## src/design/ewd_pkg.sv

```systemverilog
// ----------------------------------------------------------------------------
// ewd_pkg: shared definitions for the escalating watchdog
// Request kinds, control bytes, action codes, register indexes and the
// register set that the datapath reads.
// ----------------------------------------------------------------------------
`default_nettype none

package ewd_pkg;

  // Request kinds (slave tuser)
  localparam logic [1:0] REQ_TICK  = 2'd0;
  localparam logic [1:0] REQ_BYTE  = 2'd1;
  localparam logic [1:0] REQ_TERM  = 2'd2;
  localparam logic [1:0] REQ_START = 2'd3;

  // Control bytes
  localparam logic [7:0] BYTE_KEEPALIVE = 8'h2E;  // '.'
  localparam logic [7:0] BYTE_ABORT     = 8'h71;  // 'q'

  // Actions
  localparam logic [2:0] ACT_NONE      = 3'd0;
  localparam logic [2:0] ACT_DUMP      = 3'd1;
  localparam logic [2:0] ACT_TERMINATE = 3'd2;
  localparam logic [2:0] ACT_KILL      = 3'd3;
  localparam logic [2:0] ACT_SELF      = 3'd4;

  // Escalation stages
  localparam logic [1:0] STAGE_IDLE = 2'd0;
  localparam logic [1:0] STAGE_DUMP = 2'd1;
  localparam logic [1:0] STAGE_TERM = 2'd2;
  localparam logic [1:0] STAGE_KILL = 2'd3;

  // Register indexes
  localparam logic [1:0] REG_FIRST = 2'd0;
  localparam logic [1:0] REG_STAGE = 2'd1;
  localparam logic [1:0] REG_FINAL = 2'd2;

  // Register reset values
  localparam logic [15:0] FIRST_RESET = 16'd0;
  localparam logic [15:0] STAGE_RESET = 16'd10;
  localparam logic [15:0] FINAL_RESET = 16'd60;

  typedef struct packed {
    logic [15:0] first_timeout;
    logic [15:0] stage_timeout;
    logic [15:0] final_timeout;
  } ewd_regs_t;

endpackage

`default_nettype wire

```

## src/design/escalating_watchdog.sv

```systemverilog
// ----------------------------------------------------------------------------
// escalating_watchdog: four-stage escalating watchdog timer
// Counts ticks down from a programmable timeout and escalates through dump,
// terminate, kill and self-terminate; tick, start, keepalive, abort and
// terminate requests arrive as stream transactions, one result per request.
// ----------------------------------------------------------------------------
//
//  channel   direction  handshake            payload
//  s_*       in         s_tvalid / s_tready  tuser: req_type; tdata: rx_byte
//  m_*       out        m_tvalid / m_tready  tdata: action, aborted, stage_now
//  cfg_*     in         cfg_valid/cfg_ready  cfg_index, cfg_data (16 bits)
//
//  One transaction per cycle sustained while m_tready stays high; an accepted
//  request is registered in the input register, then in the result register.
//  The stage/countdown next state is computed combinationally in ewd_core.
//  Reset (rst, synchronous) disarms the timer, clears the stage and loads
//  the default timeouts. A stalled m side holds its result; s_tready stays
//  high while the result register can drain in the same cycle.
// ----------------------------------------------------------------------------
`default_nettype none

module escalating_watchdog (
  input  wire logic        clk,
  input  wire logic        rst,
  input  wire logic        s_tvalid,
  output logic             s_tready,
  input  wire logic [7:0]  s_tdata,   // [7:0] rx_byte
  input  wire logic [1:0]  s_tuser,   // [1:0] req_type
  output logic             m_tvalid,
  input  wire logic        m_tready,
  output logic [7:0]       m_tdata,   // [2:0] action, [3] aborted, [5:4] stage_now
  input  wire logic        cfg_valid,
  output logic             cfg_ready,
  input  wire logic [1:0]  cfg_index,
  input  wire logic [15:0] cfg_data
);

  ewd_pkg::ewd_regs_t regs;

  logic       in_valid;
  logic [1:0] in_req;
  logic [7:0] in_byte;
  logic       take;
  logic [2:0] out_action;
  logic       out_aborted;
  logic [1:0] out_stage;

  ewd_cfg u_cfg (
    .clk       (clk),
    .rst       (rst),
    .cfg_valid (cfg_valid),
    .cfg_ready (cfg_ready),
    .cfg_index (cfg_index),
    .cfg_data  (cfg_data),
    .regs      (regs)
  );

  // input register
  assign s_tready = !in_valid || take;

  always_ff @(posedge clk) begin
    if (rst) begin
      in_valid <= 1'b0;
    end else if (s_tready) begin
      in_valid <= s_tvalid;
    end
  end

  always_ff @(posedge clk) begin
    if (s_tvalid && s_tready) begin
      in_req  <= s_tuser;
      in_byte <= s_tdata;
    end
  end

  ewd_core u_core (
    .clk         (clk),
    .rst         (rst),
    .regs        (regs),
    .in_valid    (in_valid),
    .in_req      (in_req),
    .in_byte     (in_byte),
    .take        (take),
    .out_valid   (m_tvalid),
    .out_ready   (m_tready),
    .out_action  (out_action),
    .out_aborted (out_aborted),
    .out_stage   (out_stage)
  );

  assign m_tdata = {2'b00, out_stage, out_aborted, out_action};

endmodule

`default_nettype wire

```

## src/design/ewd_cfg.sv

```systemverilog
// ----------------------------------------------------------------------------
// ewd_cfg: timeout register file
// Holds the three timeout registers, written through the config channel.
// ----------------------------------------------------------------------------
`default_nettype none

module ewd_cfg (
  input  wire logic              clk,
  input  wire logic              rst,
  input  wire logic              cfg_valid,
  output logic                   cfg_ready,
  input  wire logic [1:0]        cfg_index,
  input  wire logic [15:0]       cfg_data,
  output ewd_pkg::ewd_regs_t     regs
);

  // always ready: a write is registered whenever cfg_valid is high
  assign cfg_ready = 1'b1;

  // register writes; unknown indexes are dropped
  always_ff @(posedge clk) begin
    if (rst) begin
      regs.first_timeout <= ewd_pkg::FIRST_RESET;
      regs.stage_timeout <= ewd_pkg::STAGE_RESET;
      regs.final_timeout <= ewd_pkg::FINAL_RESET;
    end else if (cfg_valid) begin
      case (cfg_index)
        ewd_pkg::REG_FIRST: regs.first_timeout <= cfg_data;
        ewd_pkg::REG_STAGE: regs.stage_timeout <= cfg_data;
        ewd_pkg::REG_FINAL: regs.final_timeout <= cfg_data;
        default: ;
      endcase
    end
  end

endmodule

`default_nettype wire

```

## src/design/ewd_core.sv

```systemverilog
// ----------------------------------------------------------------------------
// ewd_core: watchdog state update and result register
// Applies one request to stage and countdown combinationally and loads
// the result register, which holds while the master side stalls.
// ----------------------------------------------------------------------------
`default_nettype none

module ewd_core (
  input  wire logic               clk,
  input  wire logic               rst,
  input  wire ewd_pkg::ewd_regs_t regs,
  input  wire logic               in_valid,
  input  wire logic [1:0]         in_req,
  input  wire logic [7:0]         in_byte,
  output logic                    take,
  output logic                    out_valid,
  input  wire logic               out_ready,
  output logic [2:0]              out_action,
  output logic                    out_aborted,
  output logic [1:0]              out_stage
);

  logic [1:0]  stage;
  logic [1:0]  stage_next;
  logic [15:0] countdown;
  logic [15:0] countdown_next;
  logic [15:0] count_dec;
  logic [2:0]  action_next;

  // item moves on when the result register is free or being drained
  assign take = in_valid && (!out_valid || out_ready);

  assign count_dec = countdown - 16'd1;

  // next stage, countdown and action for the pending request
  always_comb begin
    stage_next     = stage;
    countdown_next = countdown;
    action_next    = ewd_pkg::ACT_NONE;
    case (in_req)
      ewd_pkg::REQ_TICK: begin
        if (countdown != 16'd0) begin
          countdown_next = count_dec;
          if (count_dec == 16'd0) begin
            // expiry: fire the current stage and escalate
            case (stage)
              ewd_pkg::STAGE_IDLE: begin
                stage_next     = ewd_pkg::STAGE_DUMP;
                countdown_next = regs.stage_timeout;
                action_next    = ewd_pkg::ACT_DUMP;
              end
              ewd_pkg::STAGE_DUMP: begin
                stage_next     = ewd_pkg::STAGE_TERM;
                countdown_next = regs.stage_timeout;
                action_next    = ewd_pkg::ACT_TERMINATE;
              end
              ewd_pkg::STAGE_TERM: begin
                stage_next     = ewd_pkg::STAGE_KILL;
                countdown_next = regs.final_timeout;
                action_next    = ewd_pkg::ACT_KILL;
              end
              default: begin
                stage_next     = ewd_pkg::STAGE_KILL;
                countdown_next = 16'd0;
                action_next    = ewd_pkg::ACT_SELF;
              end
            endcase
          end
        end
      end
      ewd_pkg::REQ_BYTE: begin
        if (in_byte == ewd_pkg::BYTE_KEEPALIVE) begin
          countdown_next = regs.first_timeout;
        end else if (in_byte == ewd_pkg::BYTE_ABORT) begin
          // abort forces the terminate stage and fires it: always terminate
          stage_next     = ewd_pkg::STAGE_TERM;
          countdown_next = regs.stage_timeout;
          action_next    = ewd_pkg::ACT_TERMINATE;
        end
      end
      ewd_pkg::REQ_TERM: begin
        stage_next     = ewd_pkg::STAGE_TERM;
        countdown_next = regs.stage_timeout;
        action_next    = ewd_pkg::ACT_TERMINATE;
      end
      default: begin
        // start: rearm only, stage kept
        countdown_next = regs.first_timeout;
      end
    endcase
  end

  // watchdog state
  always_ff @(posedge clk) begin
    if (rst) begin
      stage     <= ewd_pkg::STAGE_IDLE;
      countdown <= 16'd0;
    end else if (take) begin
      stage     <= stage_next;
      countdown <= countdown_next;
    end
  end

  // result register
  always_ff @(posedge clk) begin
    if (rst) begin
      out_valid <= 1'b0;
    end else if (take) begin
      out_valid <= 1'b1;
    end else if (out_ready) begin
      out_valid <= 1'b0;
    end
  end

  always_ff @(posedge clk) begin
    if (take) begin
      out_action  <= action_next;
      out_aborted <= (stage_next != ewd_pkg::STAGE_IDLE);
      out_stage   <= stage_next;
    end
  end

endmodule

`default_nettype wire

```

## config.mk

```make
export PLATFORM = sky130hd
export DESIGN_NAME = escalating_watchdog
export DESIGN_NICKNAME = d
export VERILOG_FILES = /design/src/design/ewd_pkg.sv /design/src/design/escalating_watchdog.sv /design/src/design/ewd_cfg.sv /design/src/design/ewd_core.sv
export SDC_FILE = /design/constraint.sdc
export NUM_CORES = 1
export LEC_CHECK = 0
export BUFFER_PORTS_ARGS = -buffer_cell sky130_fd_sc_hd__buf_2
export CAP_MARGIN = 40
export CORE_MARGIN = 3
export CORE_UTILIZATION = 53
export DETAILED_ROUTE_END_ITERATION = 7
export PLACE_DENSITY_LB_ADDON = 0.08
export SKIP_CTS_REPAIR_TIMING = 1
export SLEW_MARGIN = 25
export SYNTH_ARGS = -nofsm -noshare
export SYNTH_HDL_FRONTEND = slang
export SYNTH_SLANG_ARGS = --single-unit
```

## constraint.sdc

```tcl
create_clock -name clk -period 4.1 [get_ports clk]
set_clock_uncertainty 0.15 [all_clocks]
set_input_delay 0.615 -clock clk [delete_from_list [all_inputs] [get_ports clk]]
set_output_delay 0.615 -clock clk [all_outputs]
set_load 0.05 [all_outputs]
```

; ---- After elaboration in Yosys (flattened, before gate mapping)
; Index checks and enable logic that the tools add are counted.
[word_totals]
n_memories = 0
wordCells = 61
reg_bits = 84
ram_bits = 0
romBits = 0
latchBits = 0
[op_classes]
shift = 0
bitwise_logic = 0
n_lt_le_gt_ge = 0
div_mod_pow = 0
multipliers = 0
mux = 20
n_addsub = 1
eq_ne = 10
n_reduce_logical = 18
[op_table]
columns = operator, n
row1 = $mux 16, 4
row2 = $pmux 16 s3, 1
row3 = $pmux 16 s2, 1
row4 = $pmux 3 s3, 2
row5 = $logic_not 16->1, 1
row6 = $reduce_bool 16->1, 1
row7 = $sub 16x1->16 const B, 1
row8 = $mux 2, 5
row9 = $mux 3, 3
row10 = $eq 8x6->1 const B, 1
row11 = $eq 8x7->1 const B, 1
row12 = $eq 2x1->1 const B, 3
row13 = $eq 2x2->1 const B, 3
row14 = $logic_not 2->1, 3
row15 = $pmux 2 s3, 1
row16 = $reduce_and 2->1, 3
row17 = $pmux 2 s2, 1
row18 = $reduce_bool 2->1, 2
row19 = $ne 3x1->1 const B, 1
row20 = $reduce_and 3->1, 1
row21 = $logic_and 1x1->1, 2
row22 = $logic_not 1->1, 2
row23 = $logic_or 1x1->1, 2
row24 = $mux 1, 2
row25 = other kinds (2), 2

; ---- Longest topological paths before layout
[depth]
depth_word = 6
depth_mapped = 10
depth_no_buf = 8

; ---- Cells and area by module
; Synthesis repeated with hierarchy kept, for this count alone.
[unflattened]
hier_cells = 499
area_unflattened_um2 = 4884.7
[by_module_without_submodules]
columns = mod, instances, cells_each, area_each_um2
row1 = ewd_core, 1, 295, 2526.2
row2 = ewd_cfg, 1, 185, 1976.9
row3 = escalating_watchdog, 1, 19, 381.6

; ---- Least setup slack after synthesis
; OpenSTA, ideal clock, no wires.
[synth_timing]
path_type = flip-flop to flip-flop
from = reg u_core.countdown[0]
to = reg u_core.stage[0]
required_time_ns = 3.880
t_arrival_ns = 2.598
setup_slack_ns = 1.282
stages_incl_launch_ff = 10
synth_period_minus_slack_ns = 2.818
path_cell_list = dfxtp_1 -> inv_1 -> ha_1 -> clkbuf_1 -> o21bai_1 -> a311oi_1 -> nor3_1 -> or4_4 -> or4_1 -> a21oi_1
[synth_between]
elab_chain_cells = 5
elab_cells_between_ends = 6
classes_between = add/sub: 1 / mux: 3 / reduce/logical: 2
[synth_lines]
columns = item, line
row1 = "start, declared", ewd_core.sv:25  ; logic [15:0] countdown;
row2 = "start signal, assigned", ewd_core.sv:100  ; countdown <= countdown_next;
row3 = $sub 16x1->16, ewd_core.sv:33  ; assign count_dec = countdown - 16'd1;
row4 = $logic_not 16->1, ewd_core.sv:44  ; if (count_dec == 16'd0) begin
row5 = $mux 2, ewd_core.sv:44
row6 = $mux 2 *, ewd_core.sv:42  ; if (countdown != 16'd0) begin
row7 = $pmux 2 s3 *, ewd_core.sv:40  ; case (in_req)
row8 = "end signal, assigned", ewd_core.sv:96  ; stage <= ewd_pkg::STAGE_IDLE;
row9 = "end signal, assigned", ewd_core.sv:99  ; stage <= stage_next;
row10 = "end, declared", ewd_core.sv:23  ; logic [1:0] stage;
; Mark *: on every way between the ends. The rest lies on a longest branch, timed or not.
; A chain may end at the register's enable or synchronous reset.

; ---- Worst setup path in the final report
; Same ends and word-level chain as after synthesis.

==> results.json <==
{
  "dp.final_hpwl_um": 7480,
  "n_antenna_cell": 0,
  "avgRoutedWirePerCell_um": 17.0,
  "start_util_pct": 55.0,
  "place.gp.congestion": 0.898,
  "ir_drop_mv": 0.256,
  "fmax_mhz": 329,
  "syn_avg_cell_area_um2": 8.33,
  "first_iter_violations": 293,
  "num-fill-cells": 737,
  "cts_tree": "yes",
  "area_growth_pct": 9.30,
  "endpoint_kind": "flop",
  "path_class": "flop to flop",
  "drive_gt1_share_pct": 14.5,
  "die_h_um": 96.0,
  "clockBufferDepth": 2,
  "cts_max_level": 3,
  "start_kind": "flop",
  "seq_area_frac_synth_pct": 42.9,
  "hold_path_class": "input pin to flop",
  "critPathTopFamily": "simple AND/OR/NAND/NOR gates",
  "die_w_um": 96.0,
  "regToRegStartpoint": "u_core.countdown[0]",
  "slowest_delay_ns": 0.56,
  "drt-pass1-iter-count": 5,
  "finalCriticalPeriod_ns": 3.04,
  "hp-start": "s_tdata[5]",
  "synthArstFlopShare_pct": 0,
  "synthTopCellsByArea": "dfxtp_1 (32%), edfxtp_1 (11%), nand2_1 (10%)",
  "critPathBufInv": 1,
  "timing.critical_path.fanout_max": 10,
  "path_cells": "inv_1, ha_1, o21bai_1, a311oi_1, nor3_1, or4_4, or4_1, a21oi_1",
  "num_io_pins": 44,
  "globalRouteTotalUtil_pct": 25.5,
  "vias": 3851,
  "crit_start": "u_core.countdown[0]",
  "drt_wl_total_um": 10900,
  "grt_max_degree": 69,
  "cts_buffers": 9,
  "viasPerCell": 6.02,
  "ys_dominant_reg_cell": "dfxtp_1",
  "yosysWarningCount": 0,
  "synth_common_cells": "nand2_1 (119), dfxtp_1 (68), a21oi_1 (50), clkbuf_1 (31), nor2_1 (28)",
  "synth_area_um2": 4290,
  "post-route-period-util_pct": 74.1,
  "die_area_um2": 9210,
  "antenna_left": 0,
  "synth_most_common_cell": "nand2_1",
  "port-buffer-count": 40,
  "num_rows": 32,
  "fin_nets": 573,
  "timing.setup.tns_ns": 0,
  "rsz0062_at_grt": "no",
  "yosys.area.top_type": "dfxtp_1",
  "status": "finished clean",
  "crit_arrival_ns": 3.18,
  "grt.overflow.total": 0,
  "synth_cell_type_count": 60,
  "required_ns": 4.24,
  "holdWs_ns": 0.270,
  "synth_top_area_share_pct": 31.7,
  "grt_pass1_vias": 3627,
  "root_buffer": "clkbuf_8",
  "synth_edf_count": 16,
  "finalMaxSlewViolations": 0,
  "power_density_nw_per_um2": 390,
  "leakagePower_nw": 1.72,
  "remaining_drc_errors": 0,
  "tightest_slew_ns": 0.776,
  "grt_pass1_wl_um": 18200,
  "clkTransAtPathRegs_ns": 0.09,
  "maxSlewHeadroom_pct": 48.1,
  "core-area_um2": 7810,
  "insertion_delay_ns": 0.36,
  "slowest_stage": "or4_4",
  "hold_viol": 0,
  "antenna_found_initial": 0,
  "setup_viol": 0,
  "cts.sinks": 84,
  "ys_ff_latch": 84,
  "synthCells": 515,
  "maxCapViolCount": 0
}
## power by group
group | switching, W | internal (W) | total (W) | leakage [nW]
registers | 0.0000391 | 0.000880 | 0.000919 | 0.709
clock network | 0.000319 | 0.000285 | 0.000604 | 0.100
logic | 0.000186 | 0.000118 | 0.000305 | 0.907
## layer usage
layer / up-vias / GRT usage [%] / share of wire [%]
li1: 1888 / - / -
met2: 124 / 37.3 / 44
met5: - / 0 / 0
met1: 1819 / 37.0 / 48
met3: 20 / 5.39 / 6.2
met4: 0 / 8.65 / 2.2
## worst register-to-register path: stages, from the launching register on
cell      delay (ns)
dfxtp_1         0.49
inv_1           0.11
ha_1            0.34
o21bai_1        0.20
a311oi_1        0.40
nor3_1          0.11
or4_4           0.56
or4_1           0.48
a21oi_1         0.13
## sequential cells by signal, indices dropped and copies added, names as in the netlist
name,cells
u_core.countdown,16
u_cfg.regs,48
in_req,2
in_valid,1
u_core.stage,2
u_core.out_stage,2
u_core.out_action,3
u_core.out_aborted,1
u_core.out_valid,1
in_byte,8
## worst paths after layout
check / to / slack [ns] / depth (start not counted)
max reg2reg: u_core.stage[0] / 1.06 / 8
max: u_core.stage[0] / 1.06 / 8
min reg2reg: u_cfg.regs[1] / 0.31 / 2
min: in_byte[5] / 0.27 / 1
## cell type report
| class | count | area [um2] | share of cell area (%) |
|---|---|---|---|
| multi-input combinational | 379 | 2220 | 47.4 |
| sequential | 84 | 1840 | 39.3 |
| timing repair buffer | 47 | 255 | 5.44 |
| tap | 102 | 128 | 2.72 |
| clock buffer | 9 | 124 | 2.64 |
| clock inverter | 7 | 73.8 | 1.57 |
| inverter | 12 | 45.0 | 0.960 |
## per-stage QoR
step / total power, W / worst slack (ns) / utilization [%] / area, um2 / cells
final: 0.00183 / 1.06 / 60.1 / 4690 / 640
after global routing: 0.00191 / 0.882 / 60.1 / 4690 / 640
after CTS: 0.00183 / 1.09 / 60.1 / 4690 / 640
after detailed placement: 0.00124 / 1.11 / 57.5 / 4490 / 624
after global placement: 0.00123 / 1.17 / 57.4 / 4480 / 623
after floorplan: 0.00116 / 1.28 / - / 4300 / 516
## cell usage in the layout, fill, tap and decap left out, types with 3 or more instances in the layout
cell type / netlist / final
a211oi_1: 3 / 3
a21oi_1: 50 / 50
a22o_1: 14 / 14
a22oi_1: 3 / 3
a311oi_1: 13 / 13
buf_2: 1 / 39
buf_4: 4 / 8
clkbuf_8: 0 / 9
conb_1: 2 / 3
dfxtp_1: 68 / 68
edfxtp_1: 16 / 16
ha_1: 7 / 7
inv_1: 12 / 12
nand2_1: 119 / 119
nand2b_1: 3 / 3
nand3_1: 8 / 8
nand3b_1: 9 / 9
nand4_1: 3 / 3
nor2_1: 28 / 28
nor2b_1: 5 / 5
nor3_1: 7 / 7
nor3b_1: 3 / 3
nor4_1: 9 / 9
nor4bb_1: 4 / 4
o211ai_1: 6 / 6
o21a_1: 5 / 5
o21ai_0: 9 / 9
o221ai_1: 9 / 9
o22a_1: 3 / 3
o31ai_1: 7 / 7
or2_2: 4 / 4
or3_1: 3 / 3
or4_1: 4 / 4
xnor2_1: 6 / 6
## kinds of logic (layout without fill, tap and decap cells)
logic type	count (synthesis)	in the layout	synth area share (%)
other cells	2	3	0.175
buf+inv	53	75	5.36
flops	84	84	42.9
simple gates	221	221	25.1
compound gates	138	138	22.3
xor+xnor	7	7	1.43
mux	3	3	0.729
fa+ha+maj	7	7	2.04
No activity file was read; power rests on OpenSTA's default activity.
